===== src/rtl/core/bgd_pkg.sv =====
package bgd_pkg;

  // Fixed field widths of the channels and the config port
  localparam int unsigned NowW     = 32;
  localparam int unsigned CfgDataW = 16;
  localparam int unsigned CfgIdxW  = 3;

  // Config register indexes
  typedef enum logic [CfgIdxW-1:0] {
    CFG_ACTIVE_LOW   = 3'd0,
    CFG_DEBOUNCE     = 3'd1,
    CFG_HOLD_THRESH  = 3'd2,
    CFG_DBL_WINDOW   = 3'd3,
    CFG_HOLD_PERIOD  = 3'd4,
    CFG_HOLD_ENABLE  = 3'd5,
    CFG_HOLD_REPEAT  = 3'd6
  } cfg_idx_e;

  // Register reset values
  localparam logic                RstActiveLow  = 1'b1;
  localparam logic [CfgDataW-1:0] RstDebounce   = 16'd50;
  localparam logic [CfgDataW-1:0] RstHoldThresh = 16'd1000;
  localparam logic [CfgDataW-1:0] RstDblWindow  = 16'd300;
  localparam logic [CfgDataW-1:0] RstHoldPeriod = 16'd200;
  localparam logic                RstHoldEnable = 1'b0;
  localparam logic                RstHoldRepeat = 1'b0;

  // One result beat
  typedef struct packed {
    logic down_event;
    logic up_event;
    logic click_event;
    logic double_click_event;
    logic hold_event;
  } events_t;

endpackage


===== src/rtl/core/bgd_if.sv =====
// Sample channel: raw pin level plus millisecond timestamp
interface bgd_in_if;
  logic                        valid;
  logic                        ready;
  logic                        pin_level;
  logic [bgd_pkg::NowW-1:0]    now_ms;

  modport source (output valid, output pin_level, output now_ms, input ready);
  modport sink   (input valid, input pin_level, input now_ms, output ready);
endinterface

// Event channel: one beat per sample
interface bgd_out_if;
  logic valid;
  logic ready;
  logic down_event;
  logic up_event;
  logic click_event;
  logic double_click_event;
  logic hold_event;

  modport source (output valid, output down_event, output up_event, output click_event,
                  output double_click_event, output hold_event, input ready);
  modport sink   (input valid, input down_event, input up_event, input click_event,
                  input double_click_event, input hold_event, output ready);
endinterface


===== src/rtl/core/button_gesture_detector_top.sv =====
// Channel   | Dir | Payload                                          | Handshake
// ----------+-----+--------------------------------------------------+-----------
// in_i      | in  | pin_level, now_ms[31:0]                          | valid/ready
// out_o     | out | down, up, click, double_click, hold events       | valid/ready
// cfg_*_i   | in  | cfg_idx_i[2:0], cfg_wdata_i[15:0]                | cfg_we_i
//
// One sample beat per clock while out_o takes beats, one event beat per sample,
// result in the cycle after the sample: the decision logic (one TIME_BITS
// subtract/compare per path) sits between the input beat and the result register.
// in_i.ready is high whenever the result register is empty or being drained,
// so samples stream back to back while out_o keeps taking beats.
// A stall on out_o holds the result and blocks the next sample only then.
// rst_ni (async, low) loads config defaults and clears all timing state.
module button_gesture_detector_top #(
  parameter int unsigned TIME_BITS = 32
) (
  input  logic                             clk_i,
  input  logic                             rst_ni,
  input  logic                             cfg_we_i,
  input  logic [bgd_pkg::CfgIdxW-1:0]      cfg_idx_i,
  input  logic [bgd_pkg::CfgDataW-1:0]     cfg_wdata_i,
  bgd_in_if.sink                           in_i,
  bgd_out_if.source                        out_o
);

  // ---------------------------------------------------------------------------
  // Config registers
  // ---------------------------------------------------------------------------
  logic                          active_low_q;
  logic [bgd_pkg::CfgDataW-1:0]  debounce_q;
  logic [bgd_pkg::CfgDataW-1:0]  hold_thresh_q;
  logic [bgd_pkg::CfgDataW-1:0]  dbl_window_q;
  logic [bgd_pkg::CfgDataW-1:0]  hold_period_q;
  logic                          hold_enable_q;
  logic                          hold_repeat_q;

  always_ff @(posedge clk_i or negedge rst_ni) begin
    if (!rst_ni) begin
      active_low_q  <= bgd_pkg::RstActiveLow;
      debounce_q    <= bgd_pkg::RstDebounce;
      hold_thresh_q <= bgd_pkg::RstHoldThresh;
      dbl_window_q  <= bgd_pkg::RstDblWindow;
      hold_period_q <= bgd_pkg::RstHoldPeriod;
      hold_enable_q <= bgd_pkg::RstHoldEnable;
      hold_repeat_q <= bgd_pkg::RstHoldRepeat;
    end else if (cfg_we_i) begin
      case (cfg_idx_i)
        bgd_pkg::CFG_ACTIVE_LOW:  active_low_q  <= cfg_wdata_i[0];
        bgd_pkg::CFG_DEBOUNCE:    debounce_q    <= cfg_wdata_i;
        bgd_pkg::CFG_HOLD_THRESH: hold_thresh_q <= cfg_wdata_i;
        bgd_pkg::CFG_DBL_WINDOW:  dbl_window_q  <= cfg_wdata_i;
        bgd_pkg::CFG_HOLD_PERIOD: hold_period_q <= cfg_wdata_i;
        bgd_pkg::CFG_HOLD_ENABLE: hold_enable_q <= cfg_wdata_i[0];
        bgd_pkg::CFG_HOLD_REPEAT: hold_repeat_q <= cfg_wdata_i[0];
        default: ; // unmapped index, write dropped
      endcase
    end
  end

  // ---------------------------------------------------------------------------
  // Button state
  // ---------------------------------------------------------------------------
  logic                 last_level_q, last_level_d;
  logic                 pressed_q, pressed_d;
  logic [TIME_BITS-1:0] last_change_q, last_change_d;
  logic [TIME_BITS-1:0] deadline_q, deadline_d;
  logic [TIME_BITS-1:0] last_click_q, last_click_d;

  // Result register
  logic             out_valid_q;
  bgd_pkg::events_t res_q, res_d;

  logic                 fire;
  logic [TIME_BITS-1:0] now_t;
  logic [TIME_BITS-1:0] since_change;
  logic [TIME_BITS-1:0] since_click;
  logic                 change_ok;
  logic                 new_pressed;

  assign in_i.ready = !out_valid_q || out_o.ready;
  assign fire       = in_i.valid && in_i.ready;

  // Timestamp folded to the internal time width; all differences wrap
  assign now_t        = TIME_BITS'(in_i.now_ms);
  assign since_change = now_t - last_change_q;
  assign since_click  = now_t - last_click_q;
  assign change_ok    = (in_i.pin_level != last_level_q) &&
                        (since_change > TIME_BITS'(debounce_q));
  assign new_pressed  = in_i.pin_level ^ active_low_q;

  always_comb begin
    last_level_d  = last_level_q;
    pressed_d     = pressed_q;
    last_change_d = last_change_q;
    deadline_d    = deadline_q;
    last_click_d  = last_click_q;
    res_d         = '0;

    if (change_ok) begin
      // Debounced edge
      pressed_d     = new_pressed;
      last_change_d = now_t;
      last_level_d  = in_i.pin_level;
      if (new_pressed) begin
        deadline_d       = now_t + TIME_BITS'(hold_thresh_q);
        res_d.down_event = 1'b1;
      end else begin
        res_d.up_event = 1'b1;
        if (since_click < TIME_BITS'(dbl_window_q)) begin
          res_d.double_click_event = 1'b1;
          last_click_d             = '0;   // next release starts a fresh pair
        end else if (since_change < TIME_BITS'(hold_thresh_q)) begin
          res_d.click_event = 1'b1;
          last_click_d      = now_t;
        end
      end
    end else if (hold_enable_q && pressed_q) begin
      // Deadline compare is plain unsigned, no wrap handling
      if (now_t > deadline_q) begin
        res_d.hold_event = 1'b1;
        if (hold_repeat_q) begin
          deadline_d = now_t + TIME_BITS'(hold_period_q);
        end else begin
          pressed_d = 1'b0;
        end
      end
    end
  end

  always_ff @(posedge clk_i or negedge rst_ni) begin
    if (!rst_ni) begin
      last_level_q  <= 1'b1;
      pressed_q     <= 1'b0;
      last_change_q <= '0;
      deadline_q    <= '0;
      last_click_q  <= '0;
    end else if (fire) begin
      last_level_q  <= last_level_d;
      pressed_q     <= pressed_d;
      last_change_q <= last_change_d;
      deadline_q    <= deadline_d;
      last_click_q  <= last_click_d;
    end
  end

  always_ff @(posedge clk_i or negedge rst_ni) begin
    if (!rst_ni) begin
      out_valid_q <= 1'b0;
    end else if (fire) begin
      out_valid_q <= 1'b1;
    end else if (out_o.ready) begin
      out_valid_q <= 1'b0;
    end
  end

  always_ff @(posedge clk_i) begin
    if (fire) begin
      res_q <= res_d;
    end
  end

  assign out_o.valid              = out_valid_q;
  assign out_o.down_event         = res_q.down_event;
  assign out_o.up_event           = res_q.up_event;
  assign out_o.click_event        = res_q.click_event;
  assign out_o.double_click_event = res_q.double_click_event;
  assign out_o.hold_event         = res_q.hold_event;

  // ---------------------------------------------------------------------------
  // Assertions
  // ---------------------------------------------------------------------------
  a_evt_exclusive: assert property (@(posedge clk_i) disable iff (!rst_ni)
    out_valid_q |-> $onehot0({res_q.down_event, res_q.up_event, res_q.hold_event}))
    else $error("down/up/hold events overlap");

  a_click_needs_up: assert property (@(posedge clk_i) disable iff (!rst_ni)
    (out_valid_q && (res_q.click_event || res_q.double_click_event))
      |-> (res_q.up_event && !(res_q.click_event && res_q.double_click_event)))
    else $error("click without release or click and double click together");

  a_down_sets_pressed: assert property (@(posedge clk_i) disable iff (!rst_ni)
    fire |=> ((!res_q.down_event || pressed_q) && (!res_q.up_event || !pressed_q)))
    else $error("pressed state disagrees with edge event");

  a_beat_lands: assert property (@(posedge clk_i) disable iff (!rst_ni)
    fire |=> out_valid_q)
    else $error("accepted sample left no result beat");

endmodule

===== src/flat_wrapper.sv =====
// flat-port wrapper written by rule: the top's interface ports become plain ports
module button_gesture_detector_top_flat 
#(
  parameter int unsigned TIME_BITS = 32
)
  (clk_i, rst_ni, cfg_we_i, cfg_idx_i, cfg_wdata_i, in_i_valid, in_i_pin_level, in_i_now_ms, in_i_ready, out_o_valid, out_o_down_event, out_o_up_event, out_o_click_event, out_o_double_click_event, out_o_hold_event, out_o_ready);
  bgd_in_if in_i_i ();
  bgd_out_if out_o_i ();
  input  logic clk_i;
  input  logic rst_ni;
  input  logic cfg_we_i;
  input  logic [bgd_pkg::CfgIdxW-1:0] cfg_idx_i;
  input  logic [bgd_pkg::CfgDataW-1:0] cfg_wdata_i;
  input wire logic [$bits(in_i_i.valid)-1:0] in_i_valid;
  input wire logic [$bits(in_i_i.pin_level)-1:0] in_i_pin_level;
  input wire logic [$bits(in_i_i.now_ms)-1:0] in_i_now_ms;
  output wire logic [$bits(in_i_i.ready)-1:0] in_i_ready;
  output wire logic [$bits(out_o_i.valid)-1:0] out_o_valid;
  output wire logic [$bits(out_o_i.down_event)-1:0] out_o_down_event;
  output wire logic [$bits(out_o_i.up_event)-1:0] out_o_up_event;
  output wire logic [$bits(out_o_i.click_event)-1:0] out_o_click_event;
  output wire logic [$bits(out_o_i.double_click_event)-1:0] out_o_double_click_event;
  output wire logic [$bits(out_o_i.hold_event)-1:0] out_o_hold_event;
  input wire logic [$bits(out_o_i.ready)-1:0] out_o_ready;
  assign in_i_i.valid = in_i_valid;
  assign in_i_i.pin_level = in_i_pin_level;
  assign in_i_i.now_ms = in_i_now_ms;
  assign in_i_ready = in_i_i.ready;
  assign out_o_valid = out_o_i.valid;
  assign out_o_down_event = out_o_i.down_event;
  assign out_o_up_event = out_o_i.up_event;
  assign out_o_click_event = out_o_i.click_event;
  assign out_o_double_click_event = out_o_i.double_click_event;
  assign out_o_hold_event = out_o_i.hold_event;
  assign out_o_i.ready = out_o_ready;
  button_gesture_detector_top #(.TIME_BITS(TIME_BITS)) u_core (.clk_i(clk_i), .rst_ni(rst_ni), .cfg_we_i(cfg_we_i), .cfg_idx_i(cfg_idx_i), .cfg_wdata_i(cfg_wdata_i), .in_i(in_i_i), .out_o(out_o_i));
endmodule

===== config.mk =====
export PLATFORM = sky130hd
export DESIGN_NAME = button_gesture_detector_top_flat
export DESIGN_NICKNAME = d
export VERILOG_FILES = /design/src/rtl/core/bgd_pkg.sv /design/src/rtl/core/bgd_if.sv /design/src/rtl/core/button_gesture_detector_top.sv /design/src/flat_wrapper.sv
export SDC_FILE = /design/constraint.sdc
export NUM_CORES = 1
export LEC_CHECK = 0
export BUFFER_PORTS_ARGS = -buffer_cell sky130_fd_sc_hd__buf_2
export CELL_PAD_IN_SITES_DETAIL_PLACEMENT = 1
export CELL_PAD_IN_SITES_GLOBAL_PLACEMENT = 1
export CORE_ASPECT_RATIO = 1.2
export CORE_UTILIZATION = 53
export DETAILED_ROUTE_END_ITERATION = 10
export GPL_TIMING_DRIVEN = 0
export MAX_ROUTING_LAYER = met4
export PLACE_DENSITY = 0.95
export SETUP_SLACK_MARGIN = 0.3
export SLEW_MARGIN = 20
export SYNTH_ARGS = -nofsm -noshare
export SYNTH_HDL_FRONTEND = slang
export SYNTH_SLANG_ARGS = --single-unit

===== constraint.sdc =====
create_clock -name clk_i -period 16.25 [get_ports clk_i]
set_input_delay 0 -clock clk_i [delete_from_list [all_inputs] [get_ports clk_i]]
set_output_delay 0 -clock clk_i [all_outputs]
set_load 0.005 [all_outputs]

# --- Word level (Yosys, flattened, before mapping) ---
# Cells that the tools add are included.
# Widths: inputs -> output; s select.
word_totals:
  ff_bits: 171
  in_bits: 57
  output_inout_bits: 7
  elab_cells: 83
op_classes:
  addsub: 4
  magnitude_cmp: 4
  n_eq_ne: 9
  n_mux: 19
  bitwise_logic: 4
  n_reduce_logical: 25
op_table:
  columns: ["operator", "count"]
  rows:
  - ["$mux 32", 7]
  - ["$add 32x16->32", 2]
  - ["$lt 32x16->1", 2]
  - ["$sub 32x32->32", 2]
  - ["$gt 32x16->1", 1]
  - ["$gt 32x32->1", 1]
  - ["$reduce_and 2->1", 8]
  - ["$mux 1", 11]
  - ["$reduce_bool 2->1", 5]
  - ["$eq 3x3->1 const B", 3]
  - ["$reduce_and 4->1", 2]
  - ["$eq 3x2->1 const B", 2]
  - ["$reduce_and 5->1", 1]
  - ["$ne 2x2->1 const B", 2]
  - ["$reduce_or 2->1", 2]
  - ["$eq 3x1->1 const B", 1]
  - ["$logic_and 1x1->1", 3]
  - ["$logic_not 3->1", 1]
  - ["$mux 3", 1]
  - ["$not 1->1", 3]
  - ["$reduce_or 3->1", 1]
  - ["$logic_not 1->1", 1]
  - ["$logic_or 1x1->1", 1]
  - ["$ne 1x1->1", 1]
  - ["$xor 1x1->1", 1]

# --- Depth between registers and ports, before layout ---
logic_depth:
  depth_word: 5
  mapped_depth: 37
  ltp_nobuf: 35

# --- Worst setup path after synthesis ---
# OpenSTA, ideal clock, no wires.
synth_path:
  path_type: "reg2reg"
  start: "register u_core.last_change_q[4]"
  end: "register u_core.deadline_q[30]"
  setup_ns: 0.126
  arrival_time_ns: 6.645
  t_required_ns: 16.124
  slack_ns: 9.479
  stages_incl_launch_ff: 38
  n_path_buf: 2
  synth_period_minus_slack_ns: 6.771
  path_cell_list: "dfrtp_1 inv_1 ha_1 a21o_1 nor3_1 a21oi_1 and2_1 o21ai_0 nand2b_1 a21o_1 a21o_1 a21oi_1 xnor2_1 ha_1 nand4_1 o21a_1 mux2_2 a31oi_1 [... 2 more ...] nand2_1 clkbuf_1 nand2_1 nand2_1 ha_1 fa_1 a21o_1 a21oi_1 o21bai_1 a2111o_1 a31o_2 o41ai_1 o21bai_1 a21o_1 clkbuf_1 nand4_1 xor2_1 mux2i_1"
synth_between:
  elab_chain_len: 5
  elab_cells_between_ends: 9
  classes_between: "1 x add/sub; 1 x order compare; 1 x eq/ne; 1 x mux; 5 x reduce/logical"
synth_lines:
  columns: ["item", "line_no", "source"]
  rows:
  - ["start, declared", "button_gesture_detector_top.sv:65", "logic [TIME_BITS-1:0] last_change_q, last_change_d;"]
  - ["start signal, assigned", "button_gesture_detector_top.sv:140", "last_change_q <= last_change_d;"]
  - ["$sub 32x32->32 *", "button_gesture_detector_top.sv:85", "assign since_change = now_t - last_change_q;"]
  - ["$gt 32x16->1 *", "button_gesture_detector_top.sv:88", "(since_change > TIME_BITS'(debounce_q));"]
  - ["$logic_and 1x1->1 *", "button_gesture_detector_top.sv:87", "assign change_ok = (in_i.pin_level != last_level_q) &&"]
  - ["$ne 2x2->1 (no source line) / $reduce_bool 2->1 (equally long branches)", null, null]
  - ["$reduce_and 5->1 (no source line)", null, null]
  - ["end signal, assigned", "button_gesture_detector_top.sv:141", "deadline_q <= deadline_d;"]
  - ["end, declared", "button_gesture_detector_top.sv:66", "logic [TIME_BITS-1:0] deadline_q, deadline_d;"]
# Mark *: on every way between the ends. The rest lies on a longest branch, timed or not.
# A chain may end at the register's enable or synchronous reset.

# --- Worst setup path after layout ---
layout_path:
  start: "register u_core.last_change_q[4]"
  end: "register u_core.deadline_q[20]"
# The elaborated chain is that of the path after synthesis.

==> results.md <==
* Crit path kind: register to register
* Die Height at 177.9 um
* Crit path time final at 9.572 ns
* Top Ports at 64
* Adder-cell share of the synthesized area at 14.73%
* Skew final at 0.02459 ns
* Syn Area/Cell at 8.910 um2
* Starting Density at 53.81%
* Final setup fails at 0
* Area Overhead vs Synth at 13.58%
* Layout cells sized above 1 at 13.59%
* Yosys warns at 0
* Relative slew slack at 29.25%
* Worst Hold End: u_core.last_click_q[19]
* Core Area at 25380 um2
* Critical path startpoint: u_core.last_change_q[4]
* Register area share after synthesis at 31.68%
* Rows at 64
* Largest fanout on the critical path at 10
* Total design power at 0.002721 W
* Routed Antenna Nets at 0
* DIE WIDTH at 148.6 um
* Num CTS Buffers at 17
* DRT iter0 DRCs at 1774
* Number of fill cells at 2893
* Hold Path Class: input port to register
* Simple-gate share of the synthesized area at 13.97%
* Post-cts sizing count at 0
* Maxcap violations at 0
* Reg clk slew, reported paths at 0.08 ns
* Endpoint class of the critical path: register
* Top FF cell, synth: dfrtp_1
* Pleak at 7.126 nW
* Unique masters post-synth at 79
* Mux cell area share after synthesis at 8.583%
* Final hold vios at 0
* Slowest CP cell: o41ai_1
* Vias in the first global route at 15626
* Gpl congestion at 0.9198
* H-tree levels at 4
* Full die area at 26420 um2
* Clk sinks at 171
* Grt ovf at 0
* Mapped cell area at 13660 um2
* DPL Wire Length at 37400 um
* CP peak stage delay at 0.62 ns
* Wire per inst at 30.78 um
* First-pass GRT wire length at 96200 um
* Clock Latency Late Sink at 0.49 ns
* Syn Nets at 1749
* Clock Path Buffers at 2
* Critical Path Start Type: register
* Pre-Repair DR Iteration Count at 6
* Initial antenna violation count at 9
* R2R cell count at 37
* Status: finished clean
* RSZ-0062 raised after global routing: false
* Worst vdd ir at 0.09727 mV
* R2R Setup Slk at 6.68 ns
* Worst path required time at 16.60 ns
* Pin count of the biggest net entering global routing at 85
* GRT Total Usage at 51.55%
* Power Density at 175.4 nW/um2
* Worst Tran Pin Value at 1.053 ns
* Number of synthesized flops with an enable pin at 5
* R2R Path Start: u_core.last_change_q[4]
* Final wirelength at 62110 um
* Cell mode on critical path: a21o_1
* Seq cells post-synth at 171
* Arr. time, crit path at 9.92 ns
* Vias at 14521
* Achievable Freq at 104.5 MHz
* Slew Limit Fails at 0
* Mapped Cells at 1533
* Hold Path Origin: in_i_now_ms[19]
* IO Port Bufs at 62
* Largest family of logic cells by synthesized area: compound AO/OA/AOI/OAI gates
* Nets at 1882
* Setup_tns at 0 ns
* Clk Tree Root Cell: clkbuf_16
* Post-synthesis compound-gate area fraction at 20.41%
* Xor and xnor area share after synthesis at 4.296%
* Tcrit/Tclk final at 58.90%
* DRC at 0
* Hold path depth at 2
* CTS tree: yes
* Via density at 7.196
* Asr flop ratio synth at 97.08%
* Worst R2R End: u_core.deadline_q[20]
cell type report:
class	instances	area (um2)	share of cell area, %
repair buffers	114	858.3	5.532
clock buffers	17	425.4	2.742
well taps	330	412.9	2.661
multi-input cells	1145	8472	54.60
flip-flops and latches	171	4327	27.89
diodes	10	25.02	0.1613
clock inverters	14	128.9	0.8306
inverters	163	611.8	3.944
plain buffers	54	254.0	1.637
how the worst max path moves through the flow:
stage                             to  cells past startpoint
6_report       u_core.deadline_q[20]                     37
5_1_grt        u_core.deadline_q[20]                     37
4_1_cts        u_core.deadline_q[20]                     37
3_5_place_dp   u_core.deadline_q[20]                     37
3_3_place_gp   u_core.deadline_q[28]                     37
2_1_floorplan  u_core.deadline_q[30]                     37
report_power, final:
| group | total, W | switching [W] | internal, W |
|---|---|---|---|
| registers | 0.000642 | 0.0000856 | 0.000556 |
| clock network | 0.000428 | 0.000226 | 0.000202 |
| logic | 0.00165 | 0.00105 | 0.000600 |
Yosys cell counts (17+ instances only):
master	count	area (um2)
nor2_1	81	304.0
a21o_1	50	375.4
inv_1	163	611.8
buf_2	17	85.08
dfstp_2	18	473.0
xnor2_1	35	306.5
nand2_1	142	533.0
clkbuf_1	28	105.1
nand4_1	38	237.7
mux2_2	70	788.3
xor2_1	32	280.3
ha_1	156	1952
dfrtp_1	148	3704
o21ai_0	99	495.5
nor3_1	23	115.1
o21a_1	18	135.1
mux2i_1	35	350.3
a21oi_1	93	465.5
a22o_1	34	297.8
nand3_1	25	125.1
through the flow:
stage	instances	cell area (um2)	worst slack (ns)	utilization, %	hold slack [ns]
floorplan	1533	13660	9.479	-	-0.2956
global placement	1925	14380	8.046	56.66	0.2070
detailed placement	1926	14430	7.513	56.83	0.05282
CTS	2008	15490	7.323	61.02	0.009146
global route	2017	15510	6.534	61.11	0.02952
finish	2018	15510	6.678	61.12	0.02129
placed cells by master, fill, tap and decap left out, types with 7 or more instances in the layout:
cell           count
clkbuf_16         17
o211ai_1          14
nor2b_1           12
o21bai_1          12
a211oi_1           9
mux2i_1           35
nand2_1          142
o21ai_0           99
ha_1             156
diode_2           10
or2_2              7
o21a_1            18
nand2b_1          12
nor4_1             7
xnor2_1           35
and2_1             9
nand3_1           25
nor3_1            23
nand4_1           38
dfstp_2           18
mux2_2            70
a21o_1            50
dfrtp_1          148
a21oi_1           93
dlygate4sd3_1     51
xor2_1            32
nor2_1            81
and3_1            13
inv_1            163
buf_2             78
or3_1              7
inv_6              7
a22o_1            34
a31oi_1           14
clkbuf_1          28
logic make-up (layout without fill, tap and decap cells):
family | Yosys count | after routing
AO/OA/AOI/OAI | 416 | 416
multiplexers | 108 | 108
AND/OR/NAND/NOR | 395 | 395
flip-flops | 171 | 171
buffers and inverters | 217 | 362
XOR/XNOR | 67 | 67
adder cells (fa/ha/maj) | 159 | 159
other | 0 | 10
what timing repair did:
action,in CTS,in global routing
setup endpoints to repair,0,0
hold endpoints to repair,206,0
setup buffers,0,0
hold buffers,51,0
per-layer routing:
layer	vias up	global-route usage, %	routed length [um]
li1	5764	-	-
met5	-	-	0
met3	608	19.87	5653
met4	0	49.23	7343
met1	7015	50.94	20540
met2	1134	77.34	28580
sequential cells by signal, indices dropped and copies added (netlist names), 16 cells and up:
signal                flops
u_core.hold_thresh_q     16
u_core.debounce_q        16
u_core.last_click_q      32
u_core.deadline_q        32
u_core.dbl_window_q      16
u_core.last_change_q     32
u_core.hold_period_q     16
worst max-delay path: cells and delay by family, from the launching register on:
family | cells | cell delay [ns]
muxes | 2 | 0.47
DFF | 1 | 0.34
buffers and inverters | 3 | 0.71
and+or+nand+nor | 11 | 2.07
AOI/OAI and AO/OA | 15 | 4.14
xor gates and xnor gates | 2 | 0.35
adders and majority gates | 4 | 1.35
(Power assumes the default switching activity.)
